## src/rtl/ball_joint_constraint_jacobian_macros.svh

```systemverilog
// assertion macros for the ball joint constraint block
// expects clk and arst_n in the module that uses them
`ifndef BALL_JOINT_CONSTRAINT_JACOBIAN_MACROS_SVH
`define BALL_JOINT_CONSTRAINT_JACOBIAN_MACROS_SVH

// consequent checked in the same cycle
`define BJCJ_ASSERT_NOW(label, ante, cons, msg) \
	label: assert property (@(posedge clk) disable iff (!arst_n) (ante) |-> (cons)) \
		else $error(msg);

// consequent checked in the cycle after the antecedent
`define BJCJ_ASSERT_NEXT(label, ante, cons, msg) \
	label: assert property (@(posedge clk) disable iff (!arst_n) (ante) |=> (cons)) \
		else $error(msg);

`endif

```

## src/rtl/bjcj_pkg.sv

```systemverilog
// shared widths, codes and controller/datapath interface types
// no dependencies
package bjcj_pkg;

	localparam int DATA_W             = 32;
	localparam int QUAT_W             = 16;
	localparam int LANES              = 3;
	localparam int CFG_IDX_W          = 3;
	localparam int QUAT_FRAC_BITS_DEF = 14;

	localparam logic CMD_BODY_A = 1'b0;
	localparam logic CMD_BODY_B = 1'b1;

	localparam logic signed [DATA_W-1:0] SAT_MAX = {1'b0, {(DATA_W-1){1'b1}}};
	localparam logic signed [DATA_W-1:0] SAT_MIN = {1'b1, {(DATA_W-1){1'b0}}};

	typedef enum logic [CFG_IDX_W-1:0] {
		CFG_ANCHOR_A_X = 3'd0,
		CFG_ANCHOR_A_Y = 3'd1,
		CFG_ANCHOR_A_Z = 3'd2,
		CFG_ANCHOR_B_X = 3'd3,
		CFG_ANCHOR_B_Y = 3'd4,
		CFG_ANCHOR_B_Z = 3'd5
	} cfg_idx_t;

	typedef struct packed {
		logic load;
		logic mul_v;
		logic form_t;
		logic mul_t;
		logic mul_w;
		logic sum;
		logic rot;
		logic store_a;
		logic load_out;
	} dp_cmd_t;

	typedef struct packed {
		logic body_b;
	} dp_stat_t;

endpackage

```

## src/rtl/bjcj_ctrl.sv

```systemverilog
// controller: sequences the datapath steps and owns the input and result handshakes
// depends on bjcj_pkg and the assertion macro header
`include "ball_joint_constraint_jacobian_macros.svh"

module bjcj_ctrl import bjcj_pkg::*; (
	input  logic     clk,
	input  logic     arst_n,
	input  logic     item_valid,
	output logic     item_stall,
	output logic     result_valid,
	input  logic     result_stall,
	output dp_cmd_t  cmd,
	input  dp_stat_t stat
);

	typedef enum logic [7:0] {
		ST_IDLE   = 8'b0000_0001,
		ST_MUL_V  = 8'b0000_0010,
		ST_FORM_T = 8'b0000_0100,
		ST_MUL_T  = 8'b0000_1000,
		ST_MUL_W  = 8'b0001_0000,
		ST_SUM    = 8'b0010_0000,
		ST_ROT    = 8'b0100_0000,
		ST_FIN    = 8'b1000_0000
	} state_t;

	state_t state_q;
	state_t state_d;
	logic   result_valid_q;
	logic   out_free;

	assign out_free     = !result_valid_q || !result_stall;
	assign item_stall   = (state_q != ST_IDLE);
	assign result_valid = result_valid_q;

	always_comb begin
		state_d = state_q;
		cmd     = '0;
		unique case (state_q)
			ST_IDLE: begin
				if (item_valid) begin
					cmd.load = 1'b1;
					state_d  = ST_MUL_V;
				end
			end
			ST_MUL_V: begin
				cmd.mul_v = 1'b1;
				state_d   = ST_FORM_T;
			end
			ST_FORM_T: begin
				cmd.form_t = 1'b1;
				state_d    = ST_MUL_T;
			end
			ST_MUL_T: begin
				cmd.mul_t = 1'b1;
				state_d   = ST_MUL_W;
			end
			ST_MUL_W: begin
				cmd.mul_w = 1'b1;
				state_d   = ST_SUM;
			end
			ST_SUM: begin
				cmd.sum = 1'b1;
				state_d = ST_ROT;
			end
			ST_ROT: begin
				cmd.rot = 1'b1;
				state_d = ST_FIN;
			end
			ST_FIN: begin
				if (!stat.body_b) begin
					cmd.store_a = 1'b1;
					state_d     = ST_IDLE;
				end else if (out_free) begin
					cmd.load_out = 1'b1;
					state_d      = ST_IDLE;
				end
			end
			default: state_d = ST_IDLE;
		endcase
	end

	always_ff @(posedge clk or negedge arst_n) begin
		if (!arst_n) begin
			state_q        <= ST_IDLE;
			result_valid_q <= 1'b0;
		end else begin
			state_q <= state_d;
			if (cmd.load_out) begin
				result_valid_q <= 1'b1;
			end else if (!result_stall) begin
				result_valid_q <= 1'b0;
			end
		end
	end

	`BJCJ_ASSERT_NEXT(a_busy_after_accept, item_valid && !item_stall, item_stall, "no stall after transfer")
	`BJCJ_ASSERT_NOW(a_no_result_overwrite, cmd.load_out, !result_valid || !result_stall, "result overwritten")
	`BJCJ_ASSERT_NOW(a_store_only_first, cmd.store_a, !cmd.load_out && !stat.body_b, "bad first body store")
	`BJCJ_ASSERT_NOW(a_result_from_fin, $rose(result_valid), $past(state_q == ST_FIN), "result without item")

endmodule

```

## config.mk

```make
export PLATFORM = sky130hd
export DESIGN_NAME = bjcj_ctrl
export DESIGN_NICKNAME = d
export VERILOG_FILES = /design/src/rtl/bjcj_pkg.sv /design/src/rtl/bjcj_ctrl.sv
export VERILOG_INCLUDE_DIRS = /design/src /design/src/rtl
export SDC_FILE = /design/constraint.sdc
export NUM_CORES = 1
export LEC_CHECK = 0
export BUFFER_PORTS_ARGS = -buffer_cell sky130_fd_sc_hd__buf_2
export CAP_MARGIN = 20
export CELL_PAD_IN_SITES_DETAIL_PLACEMENT = 1
export CELL_PAD_IN_SITES_GLOBAL_PLACEMENT = 2
export CORE_ASPECT_RATIO = 0.75
export CORE_MARGIN = 1.5
export CORE_UTILIZATION = 32
export CTS_CLUSTER_SIZE = 40
export DETAILED_ROUTE_END_ITERATION = 10
export PLACE_DENSITY_LB_ADDON = 0.08
export SLEW_MARGIN = 30
export SYNTH_ARGS = -nofsm -noshare
export SYNTH_HDL_FRONTEND = slang
export SYNTH_SLANG_ARGS = --single-unit
```

## constraint.sdc

```tcl
create_clock -name clk -period 2.2 [get_ports clk]
set_input_delay 0.11 -clock clk [delete_from_list [all_inputs] [get_ports clk]]
set_output_delay 0.11 -clock clk [all_outputs]
set_load 0.01 [all_outputs]
```

* Word-level counts from Yosys, hierarchy flattened
Cells that the tools add are included.
Operators by class: reduce and logical (&&, ||, !) cells 4, mux-type cells 18, eq/ne operators 12
Operator list (count):
- one-hot mux 8 bit (8 select lines) | 1
- 2-to-1 mux 8 bit | 3
- 2-to-1 mux 1 bit | 13
- == test 8 x 1 -> 1 bit (second input constant) | 1
- == test 8 x 2 -> 1 bit (second input constant) | 1
- == test 8 x 3 -> 1 bit (second input constant) | 1
- == test 8 x 4 -> 1 bit (second input constant) | 1
- == test 8 x 5 -> 1 bit (second input constant) | 1
- == test 8 x 6 -> 1 bit (second input constant) | 1
- == test 8 x 7 -> 1 bit (second input constant) | 1
- == test 8 bit (second input constant) | 1
- inequality test 8 x 1 -> 1 bit (second input constant) | 1
- inequality test 3 bit (second input constant) | 1
- logical NOT 1 bit | 2
- 2-to-1 mux 2 bit | 1
- inequality test 2 x 1 -> 1 bit (second input constant) | 1
- inequality test 2 bit (second input constant) | 1
- AND reduction 2 bit | 1
- logical OR 1 bit | 1
Word-level totals: register bits after elaboration 9, output and inout bits 11

* Depth between registers and ports, before layout
Gate-level depths: netlist of run 1.
depth after elaboration 6, depth in mapped cells 5

* Least setup slack after synthesis of run 1
No wires, ideal clock.
path type register -> output, from register state_q[7], to output port cmd[4] (netlist bit), arrival 1240 ps, required time 2090 ps, stages on the path, launching flop included 5, path buffers 1, setup slack 850 ps, cell sequence dfrtp_1 nor4_4 nand2_2 nor3b_1 buf_4
RTL lines:
- start, declared | RTL line bjcj_ctrl.sv:27 | state_t state_q;
- start signal, assigned | RTL line bjcj_ctrl.sv:88 | state_q <= state_d;
- end, declared | RTL line bjcj_ctrl.sv:12 | output dp_cmd_t cmd,

==> results of run 1 <==
[critical path, cell delays in order, from the launching register on]
cell	delay, ns
dfrtp_1	0.51
nor4b_1	0.59
and2_1	0.21
buf_2	0.12
[registers in the layout (all words and copies together), names as in the netlist]
name	flops
state_q	8
result_valid	1
[worst max-delay path by stage]
stage,endpoint,slack (ns),cells after the start
detailed placement,cmd[4],0.69,4
CTS,cmd[4],0.35,4
global placement,cmd[4],0.75,4
finish,cmd[7],0.40,3
floorplan,cmd[4],0.85,4
global route,cmd[4],0.22,4
[logic make-up after synthesis]
group / count (synthesis) / share of synthesized area [%]
AO/OA/AOI/OAI: 5 / 7.814
buffers and inverters: 4 / 6.695
AND/OR/NAND/NOR: 34 / 42.19
XOR/XNOR: 1 / 2.903
flip-flops: 9 / 40.40
[layer usage]
metal	up-vias	wire length, um
met5	-	0
met4	0	17
met3	5	80
met2	16	619
met1	211	584
li1	216	-
[layout make-up]
class	count	area, um^2	area share (%)
multi-input combinational	40	296.5	44.89
sequential	9	226.5	34.28
timing repair buffer	16	85.08	12.88
clock buffer	4	26.28	3.977
tap	21	26.28	3.977
[placed cells by master, fill, tap and decap left out]
| cell type | netlist | routed |
|---|---|---|
| a21oi_1 | 2 | 2 |
| a21oi_2 | 1 | 1 |
| and2_1 | 2 | 2 |
| and3_1 | 2 | 2 |
| buf_2 | 0 | 15 |
| clkbuf_1 | 0 | 1 |
| clkbuf_4 | 0 | 3 |
| dfrtp_1 | 8 | 8 |
| dfstp_2 | 1 | 1 |
| dlygate4sd3_1 | 0 | 1 |
| nand2_1 | 5 | 5 |
| nand2_2 | 1 | 1 |
| nand2b_1 | 3 | 3 |
| nand4_1 | 2 | 2 |
| nor2_1 | 8 | 8 |
| nor2b_1 | 1 | 1 |
| nor3_1 | 1 | 1 |
| nor3b_1 | 3 | 3 |
| nor3b_2 | 2 | 2 |
| nor4_4 | 2 | 2 |
| nor4b_1 | 1 | 1 |
| nor4b_2 | 1 | 1 |
| o31a_1 | 1 | 1 |
| o32ai_2 | 1 | 1 |
| xnor2_2 | 1 | 1 |
[report_power, final]
group | internal, mW | switching [mW]
clock | 0.0700 | 0.0587
combinational | 0.134 | 0.156
sequential | 0.199 | 0.0461
[timing repair]
item	4_1_cts	5_1_grt
hold buffers	1	0
gates resized for setup	0	0
setup endpoints to repair	0	0
hold endpoints to repair	9	0
==> results.json, run 1 <==
{
  "p_leak_nw": 0.3063,
  "cts_root_buf": "clkbuf_4",
  "synth_area_leaders": "dfrtp_1 36%, nor4_4 7.6%, nor2_1 5.4%",
  "synth.avg_cell_area_um2": 10.58,
  "synth_edf_count": 0,
  "period_minus_slack_ns": 1.802,
  "relSlewSlack_pct": 61.40,
  "clkLatencyLatePin_ns": 0.26,
  "postRouteAntennaNets": 0,
  "fillers": 194,
  "stdcell_area_um2": 660.6,
  "grt_util_met1_pct": 19.29,
  "die_w_um": 51.33,
  "drc_errors": 0,
  "ff2ff_path_depth": 3,
  "drt_iter0_markers": 5,
  "synth_top_area_share_pct": 35.71,
  "place_area_um2": 624.3,
  "rows": 12,
  "io_buffer_count": 15,
  "fmax_mhz": 554.9,
  "synth_cells": 53,
  "maxSlewViolCount": 0,
  "cts.sinks": 9,
  "io_pins": 16,
  "post_cts_buffers": 0,
  "yosysWarningCount": 0,
  "initial_core_util_pct": 35.90,
  "synth_fp_nets": 58,
  "n_antenna_cell": 0,
  "r2r-start": "state_q[5]",
  "path_clk_slew_ns": 0.06,
  "ys_seq_area_share_pct": 40.40,
  "maxCapViolations": 0,
  "hold_path_depth": 2,
  "p_per_area_nw_per_um2": 1004,
  "gp_congestion": 0.7215,
  "grt_pass1_wl_um": 2311,
  "pre_cts_slack_ns": 0.6924,
  "synth-seq-cells": 9,
  "startpoint_type": "flop",
  "die_h_um": 39.25,
  "grt_max_degree": 10,
  "numCtsBuffers": 3,
  "synthTopCellsByCount": "8 x dfrtp_1, 8 x nor2_1, 5 x nand2_1",
  "viasPerCell": 4.978,
  "grtUsageMet3_pct": 7.364,
  "drive_above_1_share_pct": 40.58,
  "r2r-end": "state_q[0]",
  "ys.flop_type": "dfrtp_1",
  "grt_pass1_vias": 483,
  "total_power_mw": 0.6632,
  "holdWs_ns": 0.03211,
  "antenna_found_initial": 0,
  "startpoint": "state_q[5]",
  "die_area_um2": 2014,
  "clock_path_buffers": 2,
  "fin_skew_ns": 0.002167,
  "fin_cells": 90,
  "htreeDepth": 1,
  "vias": 448,
  "fin_tns_setup_ns": 0,
  "cts_tree": "built",
  "period_share_pct": 81.92,
  "min_path_type": "in2reg",
  "worstPathMaxFanout": 8,
  "status": "finished, final reports clean",
  "dpl.hpwl_um": 962.4,
  "dp.cells": 85,
  "syn-cell-area_um2": 560.5,
  "rsz0062_at_grt": "no",
  "wl_um": 1301,
  "synth.largest_area_cell": "dfrtp_1",
  "hold_end": "state_q[0]",
  "grt_usage_pct": 17.14,
  "crit_path_end_kind": "output pin",
  "use_met2_pct": 29.55,
  "ff2ff_setup_slack_ns": 0.68,
  "hold_path_startpoint": "item_valid",
  "cp.arrival_ns": 1.69,
  "globalRouteOverflowTotal": 0,
  "ir_worst_vdd_mv": 0.5544,
  "critPathKind": "reg2out",
  "synthDistinctLibCells": 23,
  "core_um2": 1562,
  "hold_viol": 0,
  "nets": 75,
  "setup_viol_count_final": 0,
  "worstPathRequired_ns": 2.09,
  "worst_slew_pin_slew_ns": 0.5710,
  "busiest_layer": "met2",
  "post-route-util_pct": 42.31,
  "worst_slack_ns": 0.3978,
  "first_pass_iters": 2,
  "wl_per_cell_um": 14.46,
  "areaGrowthSynthToFinish_pct": 17.86,
  "async_flop_share_pct": 100.0
}
Note: power is estimated with default switching activity, not from simulation.
==> run 2: changes to the inputs <==
Settings changed: ABC_AREA set to 1, CORE_UTILIZATION 32 to 25.
Clock period 2.2 ns to 1.8 ns, I/O delays scaled along.
==> results.json, run 2 <==
{
  "status": "finished, final reports clean",
  "period_share_pct": 85.86,
  "relSlewSlack_pct": 84.80,
  "startpoint_type": "flop",
  "postRouteAntennaNets": 0,
  "die_area_um2": 2586,
  "syn-cell-area_um2": 571.8,
  "cp_num_cells": 8,
  "fin_tns_setup_ns": 0,
  "holdWs_ns": 0.07521,
  "globalRouteOverflowTotal": 0,
  "cts_tree": "built",
  "cts_hold_buf": 1,
  "grt_usage_pct": 13.16,
  "viasPerCell": 4.188,
  "initial_core_util_pct": 27.43,
  "ys.flop_type": "dfrtp_1",
  "n_antenna_cell": 0,
  "critPathKind": "reg2out",
  "maxCapViolations": 0,
  "ff2ff_path_depth": 8,
  "grt_pass1_wl_um": 2401,
  "drc_errors": 0,
  "areaGrowthSynthToFinish_pct": 22.10,
  "cp_num_buf_inv": 3,
  "antenna_found_initial": 0,
  "async_flop_share_pct": 100.0,
  "io_pins": 16,
  "critPathTopFamily": "simple AND/OR/NAND/NOR gates",
  "die_w_um": 58.23,
  "p_per_area_nw_per_um2": 1167,
  "worst_slew_pin_slew_ns": 0.2279,
  "dpl.hpwl_um": 1145,
  "worstPathCellList": "inv_1 > nand2_2 > nor2_1 > nand2_1 > nor2_1 > inv_1 > a21oi_2 > buf_2",
  "setup_viol_count_final": 0,
  "maxSlewViolCount": 0,
  "min_path_type": "in2reg",
  "die_h_um": 44.42,
  "path_clk_slew_ns": 0.07,
  "rsz0062_at_grt": "no",
  "mostFrequentLayoutCells": "19 x inv_1, 19 x nand2_1, 17 x nor2_1",
  "max_stage_delay_ns": 0.38,
  "synth.largest_area_cell": "dfrtp_1",
  "clock_path_buffers": 2,
  "first_pass_iters": 4,
  "synth_cells": 86,
  "drive_above_1_share_pct": 32.69,
  "ir_worst_vdd_mv": 0.6752,
  "cp.arrival_ns": 1.46,
  "cts.sinks": 9,
  "nets": 110,
  "worstPathRequired_ns": 1.71,
  "grt_pass1_vias": 551,
  "htreeDepth": 1,
  "synthDistinctLibCells": 15,
  "fmax_mhz": 647.1,
  "final-seq-area_um2": 226.5,
  "fin_cells": 128,
  "fin_skew_ns": 0.005641,
  "period_minus_slack_ns": 1.545,
  "cpMaxStageDelayCell": "dfrtp_1",
  "postCtsResizedCells": 0,
  "vias": 536,
  "post_cts_buffers": 0,
  "multi_input_area_um2": 240.2,
  "synth_area_leaders": "dfrtp_1 35%, inv_1 12%, nand2_1 12%",
  "ys_seq_area_share_pct": 39.61,
  "hold_path_depth": 3,
  "yosysWarningCount": 0,
  "core_um2": 2085,
  "grt_max_degree": 10,
  "synth-seq-cells": 9,
  "wl_um": 1378,
  "synth_fp_nets": 91,
  "worstPathMaxFanout": 3,
  "crit_path_end_kind": "output pin",
  "synth_edf_count": 0,
  "cts_root_buf": "clkbuf_4",
  "numCtsBuffers": 3,
  "gp_congestion": 0.7017,
  "hold_viol": 0,
  "total_power_mw": 0.8145,
  "largest_reg_flops": 8,
  "synth_top_area_share_pct": 35.01,
  "synthTopCellsByCount": "19 x inv_1, 19 x nand2_1, 17 x nor2_1",
  "wl_per_cell_um": 10.77,
  "regMostFlops": "state_q",
  "p_leak_nw": 0.4931,
  "fillers": 271,
  "synth.avg_cell_area_um2": 6.649,
  "clkLatencyLatePin_ns": 0.27,
  "io_buffer_count": 15,
  "rows": 14,
  "dp.cells": 123,
  "drt_iter0_markers": 7
}
[run 2: cell count changes in the layout (fill, tap and decap cells not counted), moves of 3 or more]
cell / change
inv_2: +5
nor2_1: +9
nand2b_1: -3
nand2_1: +14
nand3_1: +3
inv_1: +19
nor3b_1: -3
nor2_2: +3
[run 2: logic make-up after synthesis]
group,share of synthesized area (%)
and+or+nand+nor,40.48
buffers and inverters,18.38
DFF,39.61
AOI/OAI and AO/OA,1.532
[run 2: layout make-up]
cell class,count,area share [%]
Sequential cell,9,32.44
Multi-Input combinational cell,51,34.41
Inverter,24,12.90
Tap cell,24,4.301
Clock buffer,4,3.763
Timing Repair Buffer,16,12.19
[run 2: power by group]
part	switching [mW]	total, mW	internal [mW]
sequential	0.0284	0.274	0.246
clock	0.0833	0.169	0.0859
combinational	0.224	0.371	0.147
[run 2: worst reg2reg max path: stages (launching register included)]
cell and delay, ns:
dfstp_2 0.54, inv_1 0.06, nand2_2 0.08, nor2_1 0.05, nand2_1 0.10, nand2_1 0.07, nor2_1 0.14, nand3_1 0.08
nand2_1 0.06
[run 2: final timing paths]
check                        startpoint            to  slack, ns
max in group asynchronous        arst_n    state_q[0]       1.34
hold / removal             result_stall  result_valid       0.08
setup / recovery             state_q[4]        cmd[0]       0.25
min in group asynchronous        arst_n    state_q[4]       0.20
setup reg to reg             state_q[0]    state_q[0]       0.57
hold reg to reg            result_valid  result_valid       0.55
[run 2: per-stage QoR]
stage               area [um^2]  setup WS, ns  util (%)
global route              698.2       0.04794     33.49
floorplan                 571.8        0.6647         -
global placement          661.9        0.5275     31.75
detailed placement        661.9        0.5376     31.75
finish                    698.2        0.2546     33.49
CTS                       698.2        0.2313     33.49
[run 2: routing by layer]
metal  share of wire (%)  up-vias  GRT usage [%]
li1                    -      279              -
met1                  50      241          16.88
met2                  43       12          20.45
met3                 5.5        4          6.140
met4                 1.2        0          2.791
met5                   0        -              0
